## src/rtl/irdim_pkg.sv

```systemverilog
// Shared types and constants for the IR remote dimmer.
`default_nettype none
package irdim_pkg;

    // item kinds
    localparam logic [1:0] KIND_TICK   = 2'd0;
    localparam logic [1:0] KIND_IR     = 2'd1;
    localparam logic [1:0] KIND_BUTTON = 2'd2;

    // configuration register indexes
    localparam logic [1:0] CFG_UP_FIRST  = 2'd0;
    localparam logic [1:0] CFG_UP_SECOND = 2'd1;
    localparam logic [1:0] CFG_LEVEL_TOP = 2'd2;

    localparam logic [31:0] UP_FIRST_RST  = 32'hbe40_7788;
    localparam logic [31:0] UP_SECOND_RST = 32'hbe40_bf40;
    localparam logic [7:0]  LEVEL_TOP_RST = 8'd100;
    localparam logic [7:0]  BRIGHT_RST    = 8'd100;

    // IR interval bands
    localparam logic [15:0] IGN_LO    = 16'd900;
    localparam logic [15:0] IGN_HI    = 16'd950;
    localparam logic [15:0] RPT_LO    = 16'd110;
    localparam logic [15:0] RPT_HI    = 16'd120;
    localparam logic [15:0] HDR_MIN   = 16'd100;
    localparam logic [15:0] ONE_BELOW = 16'd16;

    localparam logic [5:0] POS_START = 6'd32;
    localparam logic [5:0] POS_SKIP  = 6'd16;

    localparam logic [7:0] BRIGHT_MAX = 8'd10;

    typedef struct packed {
        logic        vld;
        logic [31:0] code;
    } t_code_evt;

endpackage
`default_nettype wire

```

## src/rtl/ir_remote_dimmer_unit.sv

```systemverilog
// IR remote dimmer top level: input register, decode/level logic, result register.
// Usage:
//   Input channel: i_in_valid / o_in_stall with i_kind and i_interval. A request
//   is taken on a rising edge with valid high and stall low. Kind 0 is a PWM tick,
//   1 an IR interval, 2 a button press; kind 3 leaves the state alone.
//   Output channel: o_out_valid / i_out_stall with o_lamp_on, o_level,
//   o_code_valid and o_code, one result per input request, in order.
//   Config channel: i_cfg_valid / o_cfg_ready with i_cfg_index and i_cfg_data;
//   ready is always high. Index 0 and 1 are the up-codes, index 2 is level_top.
//   Write config only while the block is idle.
// Timing:
//   A request passes through the input register, then the result register, where
//   its result is valid and can be taken; an output stall can hold it in between.
//   Throughput is one request per cycle when the output is not stalled; the
//   single pass of compare and shift logic between the registers sets that figure.
// Reset (synchronous, active low) clears both stages, the decoder state and
//   the ticker, and loads brightness 100 and the default config.
// Stall: when the receiver stalls and the result register is full, a full input
//   register holds and o_in_stall rises until the result is taken.
`default_nettype none
module ir_remote_dimmer_unit
    import irdim_pkg::*;
(
    input  wire logic        i_clk,
    input  wire logic        i_rst_n,
    input  wire logic        i_in_valid,
    output logic             o_in_stall,
    input  wire logic [1:0]  i_kind,
    input  wire logic [15:0] i_interval,
    output logic             o_out_valid,
    input  wire logic        i_out_stall,
    output logic             o_lamp_on,
    output logic [7:0]       o_level,
    output logic             o_code_valid,
    output logic [31:0]      o_code,
    input  wire logic        i_cfg_valid,
    output logic             o_cfg_ready,
    input  wire logic [1:0]  i_cfg_index,
    input  wire logic [31:0] i_cfg_data
);

    logic [31:0] r_up_first, r_up_second;
    logic [7:0]  r_level_top;

    logic        r_in_vld;
    logic [1:0]  r_kind;
    logic [15:0] r_interval;

    logic        advance;
    t_code_evt   evt, ir_evt;
    logic        lamp_on;
    logic [7:0]  level;

    assign o_cfg_ready = 1'b1;

    always_ff @(posedge i_clk) begin
        if (!i_rst_n) begin
            r_up_first  <= UP_FIRST_RST;
            r_up_second <= UP_SECOND_RST;
            r_level_top <= LEVEL_TOP_RST;
        end else if (i_cfg_valid) begin
            unique case (i_cfg_index)
                CFG_UP_FIRST:  r_up_first  <= i_cfg_data;
                CFG_UP_SECOND: r_up_second <= i_cfg_data;
                CFG_LEVEL_TOP: r_level_top <= i_cfg_data[7:0];
                default: begin
                end
            endcase
        end
    end

    // stage 1 moves into the result register when that is empty or draining
    assign advance    = r_in_vld && (!o_out_valid || !i_out_stall);
    assign o_in_stall = r_in_vld && !advance;

    always_ff @(posedge i_clk) begin
        if (!i_rst_n) begin
            r_in_vld <= 1'b0;
        end else if (i_in_valid && !o_in_stall) begin
            r_in_vld <= 1'b1;
        end else if (advance) begin
            r_in_vld <= 1'b0;
        end
    end

    always_ff @(posedge i_clk) begin
        if (i_in_valid && !o_in_stall) begin
            r_kind     <= i_kind;
            r_interval <= i_interval;
        end
    end

    irdim_ir u_ir (
        .i_clk      (i_clk),
        .i_rst_n    (i_rst_n),
        .i_en       (advance && r_kind == KIND_IR),
        .i_interval (r_interval),
        .o_evt      (ir_evt)
    );

    always_comb begin
        evt = ir_evt;
        if (r_kind != KIND_IR) begin
            evt = '0;
        end
    end

    irdim_lamp u_lamp (
        .i_clk       (i_clk),
        .i_rst_n     (i_rst_n),
        .i_en        (advance),
        .i_kind      (r_kind),
        .i_evt       (evt),
        .i_up_first  (r_up_first),
        .i_up_second (r_up_second),
        .i_level_top (r_level_top),
        .o_lamp_on   (lamp_on),
        .o_level     (level)
    );

    always_ff @(posedge i_clk) begin
        if (!i_rst_n) begin
            o_out_valid <= 1'b0;
        end else if (advance) begin
            o_out_valid <= 1'b1;
        end else if (!i_out_stall) begin
            o_out_valid <= 1'b0;
        end
    end

    always_ff @(posedge i_clk) begin
        if (advance) begin
            o_lamp_on    <= lamp_on;
            o_level      <= level;
            o_code_valid <= evt.vld;
            o_code       <= evt.code;
        end
    end

endmodule
`default_nettype wire

```

## src/rtl/irdim_ir.sv

```systemverilog
// IR interval decoder: header, data bits, repeat and code delivery.
`default_nettype none
module irdim_ir
    import irdim_pkg::*;
(
    input  wire logic        i_clk,
    input  wire logic        i_rst_n,
    input  wire logic        i_en,
    input  wire logic [15:0] i_interval,
    output t_code_evt        o_evt
);

    logic [5:0]  r_bit_pos, n_bit_pos;
    logic [31:0] r_shift, n_shift;
    logic [31:0] r_last, n_last;
    logic [5:0]  pos;
    logic        bitv;

    always_comb begin
        n_bit_pos  = r_bit_pos;
        n_shift    = r_shift;
        n_last     = r_last;
        o_evt.vld  = 1'b0;
        o_evt.code = '0;
        pos        = (r_bit_pos == POS_SKIP) ? POS_SKIP - 6'd1 : r_bit_pos;
        bitv       = (i_interval < ONE_BELOW);
        if (i_interval > IGN_LO && i_interval < IGN_HI) begin
            // ignored band
        end else if (i_interval > RPT_LO && i_interval < RPT_HI && r_last != '0) begin
            o_evt.vld  = 1'b1;
            o_evt.code = r_last;
        end else if (i_interval > HDR_MIN) begin
            n_bit_pos = POS_START;
            n_shift   = '0;
        end else begin
            // positions at 32 and above shift the bit out entirely
            if (!pos[5]) begin
                n_shift[pos[4:0]] = r_shift[pos[4:0]] | bitv;
            end
            if (pos <= 6'd1) begin
                o_evt.vld  = 1'b1;
                o_evt.code = n_shift;
                n_bit_pos  = POS_START;
            end else begin
                n_bit_pos = pos - 6'd1;
            end
        end
        if (o_evt.vld) begin
            n_last = o_evt.code;
        end
    end

    always_ff @(posedge i_clk) begin
        if (!i_rst_n) begin
            r_bit_pos <= '0;
            r_shift   <= '0;
            r_last    <= '0;
        end else if (i_en) begin
            r_bit_pos <= n_bit_pos;
            r_shift   <= n_shift;
            r_last    <= n_last;
        end
    end

endmodule
`default_nettype wire

```

## src/rtl/irdim_lamp.sv

```systemverilog
// PWM ticker and brightness level, with the lamp compare.
`default_nettype none
module irdim_lamp
    import irdim_pkg::*;
(
    input  wire logic        i_clk,
    input  wire logic        i_rst_n,
    input  wire logic        i_en,
    input  wire logic [1:0]  i_kind,
    input  wire t_code_evt   i_evt,
    input  wire logic [31:0] i_up_first,
    input  wire logic [31:0] i_up_second,
    input  wire logic [7:0]  i_level_top,
    output logic             o_lamp_on,
    output logic [7:0]       o_level
);

    logic [7:0] r_ticker, n_ticker;
    logic [7:0] r_bright, n_bright;
    logic [8:0] tick_inc;

    assign tick_inc = {1'b0, r_ticker} + 9'd1;

    always_comb begin
        n_ticker = r_ticker;
        n_bright = r_bright;
        case (i_kind)
            KIND_TICK: begin
                n_ticker = (tick_inc > {1'b0, i_level_top}) ? 8'd0 : tick_inc[7:0];
            end
            KIND_IR: begin
                if (i_evt.vld) begin
                    if (i_evt.code == i_up_first || i_evt.code == i_up_second) begin
                        n_bright = (r_bright >= BRIGHT_MAX) ? BRIGHT_MAX : r_bright + 8'd1;
                    end else begin
                        n_bright = (r_bright == 8'd0) ? 8'd0 : r_bright - 8'd1;
                    end
                end
            end
            KIND_BUTTON: begin
                n_bright = (r_bright <= 8'd1) ? i_level_top : r_bright - 8'd1;
            end
            default: begin
            end
        endcase
    end

    assign o_lamp_on = (n_bright > n_ticker);
    assign o_level   = n_bright;

    always_ff @(posedge i_clk) begin
        if (!i_rst_n) begin
            r_ticker <= '0;
            r_bright <= BRIGHT_RST;
        end else if (i_en) begin
            r_ticker <= n_ticker;
            r_bright <= n_bright;
        end
    end

endmodule
`default_nettype wire
```

## config.mk

```make
export PLATFORM = sky130hd
export DESIGN_NAME = ir_remote_dimmer_unit
export DESIGN_NICKNAME = d
export VERILOG_FILES = /design/src/rtl/irdim_pkg.sv /design/src/rtl/ir_remote_dimmer_unit.sv /design/src/rtl/irdim_ir.sv /design/src/rtl/irdim_lamp.sv
export SDC_FILE = /design/constraint.sdc
export NUM_CORES = 1
export LEC_CHECK = 0
export BUFFER_PORTS_ARGS = -buffer_cell sky130_fd_sc_hd__buf_2
export CAP_MARGIN = 20
export CELL_PAD_IN_SITES_DETAIL_PLACEMENT = 1
export CELL_PAD_IN_SITES_GLOBAL_PLACEMENT = 2
export CORE_MARGIN = 10
export CORE_UTILIZATION = 39
export CTS_BUF_LIST = sky130_fd_sc_hd__clkbuf_16
export CTS_CLUSTER_DIAMETER = 30
export DETAILED_ROUTE_END_ITERATION = 8
export GPL_ROUTABILITY_DRIVEN = 0
export MAX_ROUTING_LAYER = met4
export PLACE_DENSITY = 0.84
export RECOVER_POWER = 50
export SYNTH_ARGS = -nofsm -noshare
export SYNTH_HDL_FRONTEND = slang
export SYNTH_SLANG_ARGS = --single-unit
```

## constraint.sdc

```tcl
create_clock -name i_clk -period 10.7 [get_ports i_clk]
set_clock_uncertainty 0.1 [all_clocks]
set_input_delay 1.07 -clock i_clk [delete_from_list [all_inputs] [get_ports i_clk]]
set_output_delay 1.07 -clock i_clk [all_outputs]
set_load 0.05 [all_outputs]
```

==> run metrics <==
status=complete, but fails checks; failing checks=capacitance limit, slew limit; worst hold slack=375 ps; Leakage Power=0.00571 µW; clk_lat worst skew=600 ps; yosys warns=0; Setup TNS=0 ps; syn_nets=1555; fmax=132 MHz; Starting Density=39.7%; Worst setup EP type=flop; flops & latches, synth=220; row cnt=64; vias in the first global route=12262; Comb power frac=6.1%; Sequential Power Share=30.3%; die height=197 µm; ratio of cells with drive above 1 in the final layout=15.5%; largest net degree at the start of global routing=83; DPL Wire Length=33900 µm; Die Span X=197 µm; Worst EP required=10900 ps; Non-Filler Instances=2003; GRT overflow=0; clock root buffer=clkbuf_16; Mapped Cells=1471; slew margin rel.=-153%; total CTS buffers=60; worst hold path type=reg2reg; Yosys cell types=96; DRC=0; number of I/O pins=102; critical path class=reg2reg; Most used DFF post-synth=dfxtp_1; synthesis-to-layout area growth=23.9%; post_cts resized=0; Via density=6.01; Final #Nets=1639; Tmin final=7590 ps; total track usage=24.3%; wire per inst=23.6 µm; Vias=12047; Syn Std Cell Area=12200 µm²; switching share of total power=25.5%; most frequent cells in the layout=243 x nand2_1, 160 x dfxtp_1, 149 x a21oi_1; placed cells=1888; Final setup viols=0; Data arrival, critical path=7790 ps; Slew @ Worst Pin=3790 ps; area leader, netlist=dfxtp_1; Synth area leaders=dfxtp_1 26%, edfxtp_1 15%, nand2_1 7.5%; Total Power=3010 µW; ant diodes=0; most common cell after layout, fill and taps aside=nand2_1; fin util=49.2%; power per cell area=199 nW/µm²; Peak VDD IR=0.119 mV; switching power total=770 µW; max-slew violations=184; CTS Buffer Depth=3; TritonCTS clock tree=built; CP Launch Type=flop; Fin. Hold Viols=0; PortBufs=100; Post-CTS Setup Bufs=0; Post-synth EDFFs=60; # clock sinks=220; Pre-antenna DRT Iters=6; Seq/Total Area, Yosys=41.0%; period utilization=71.0%; clock share of power=63.6%; hold buffers post-CTS=0; Critical Path Fanout Max=26; CTS clock-pin slew for the worst setup and hold paths=50 ps; Post-Route WL=47300 µm; async set or reset register ratio after synthesis=0%; DRT iter0 DRCs=929; antenna violations before repair=0; Synth Area per Inst=8.30 µm²; Int Pwr=2240 µW; area share of the largest cell type after synthesis=26.2%; Core Region=30700 µm²; RSZ-0062 raised after global routing=no; DIE AREA=38800 µm²; post-route ant nets=0; max-cap violation count=4; global-route wire length before repair=72400 µm; H-tree depth=2
==> power groups by stage <==
stage	clock, µW	combinational [µW]	sequential [µW]
after floorplan	0	103	941
after global placement	0	179	926
after detailed placement	0	183	926
after CTS	1940	186	911
after global routing	1990	202	915
final	1920	184	912
==> final timing paths <==
path / startpoint / end / slack, ps / cells after the start
setup / recovery: u_ir.r_bit_pos[4] / o_lamp_on / 3110 / 24
hold / removal: r_up_second[7] / r_up_second[7] / 380 / 2
setup reg to reg: u_ir.r_bit_pos[4] / o_lamp_on / 3110 / 24
hold reg to reg: r_up_second[7] / r_up_second[7] / 380 / 2
==> sequential cells by signal (all words and copies together), names as in the netlist <==
name	cells
r_up_second	32
o_code	32
r_level_top	8
u_ir.r_shift	32
o_lamp_on	1
o_code_valid	1
u_lamp.r_bright	8
u_ir.r_bit_pos	6
r_up_first	32
r_in_vld	1
o_out_valid	1
u_ir.r_last	32
o_level	8
r_interval	16
u_lamp.r_ticker	8
r_kind	2
==> synth_stat cells (5+ instances only) <==
master,count
o21a_1,7
a31oi_1,14
mux2i_1,8
nor3_1,34
buf_1,9
and3b_1,5
nor2_1,105
nand3_1,63
xnor2_1,19
dfxtp_1,160
or2_2,9
nand3b_1,9
and2_1,7
a32oi_1,5
xor2_1,27
nand2_1,243
edfxtp_1,60
a21o_1,7
o211ai_1,10
o31ai_1,9
buf_2,15
or3_1,27
nor4_1,34
a21oi_1,149
a2bb2oi_1,12
ha_1,27
nand4_1,17
inv_1,52
a22oi_1,42
nor2b_1,12
a211oi_1,13
o21ai_0,48
clkbuf_1,69
buf_4,5
and3_1,14
o211a_1,5
o21bai_1,5
o221ai_1,6
o22ai_1,5
==> logic make-up after synthesis <==
| logic type | share of synthesized area [%] |
|---|---|
| and+or+nand+nor | 24.6 |
| AOI/OAI and AO/OA | 21.9 |
| DFF | 41.0 |
| buffers and inverters | 5.02 |
| xor gates and xnor gates | 3.30 |
| adders and majority gates | 2.77 |
| muxes | 1.39 |
| other | 0.0307 |
==> area by class of cell <==
class	instances	area, µm²
Clock buffer	61	1530
Tap cell	396	495
Inverter	54	209
Sequential cell	220	5000
Multi-Input combinational cell	1099	6610
Clock inverter	53	648
Timing Repair Buffer	120	624
Fill cell	3623	15600
==> worst max-delay path: stages, from the launching register on <==
cell and delay, ps:
dfxtp_1 650, nor3b_1 780, a21o_1 230, inv_1 70
ha_1 290, o211ai_2 210, buf_4 320, or3_1 480
a2bb2oi_1 430, nor3_1 90, or4_1 520, nor4_1 330
nand3_1 220, a21oi_2 380, or2_1 210, mux4_2 530
a21oi_1 190, ha_1 270, o21a_1 110, o21ai_0 180
nand2b_1 90, a21oi_1 180, nor2_1 70, a211oi_1 260
a21oi_1 80
==> routing by layer <==
layer / up-vias / global-route usage [%] / wire, µm / share of wire [%]
li1: 5533 / - / - / -
met1: 6052 / 31.0 / 21400 / 45
met2: 373 / 38.8 / 22200 / 47
met3: 89 / 3.42 / 2420 / 5.1
met4: 0 / 8.12 / 1310 / 2.8
met5: - / - / 0 / 0
==> through the flow <==
step / instance area, µm² / setup WS, ps
after floorplan: 12200 / 4860
after global placement: 13000 / 3830
after detailed placement: 13000 / 3490
after CTS: 15100 / 3240
after global routing: 15100 / 2580
final: 15100 / 3110
Note: power is estimated with default switching activity, not from simulation.
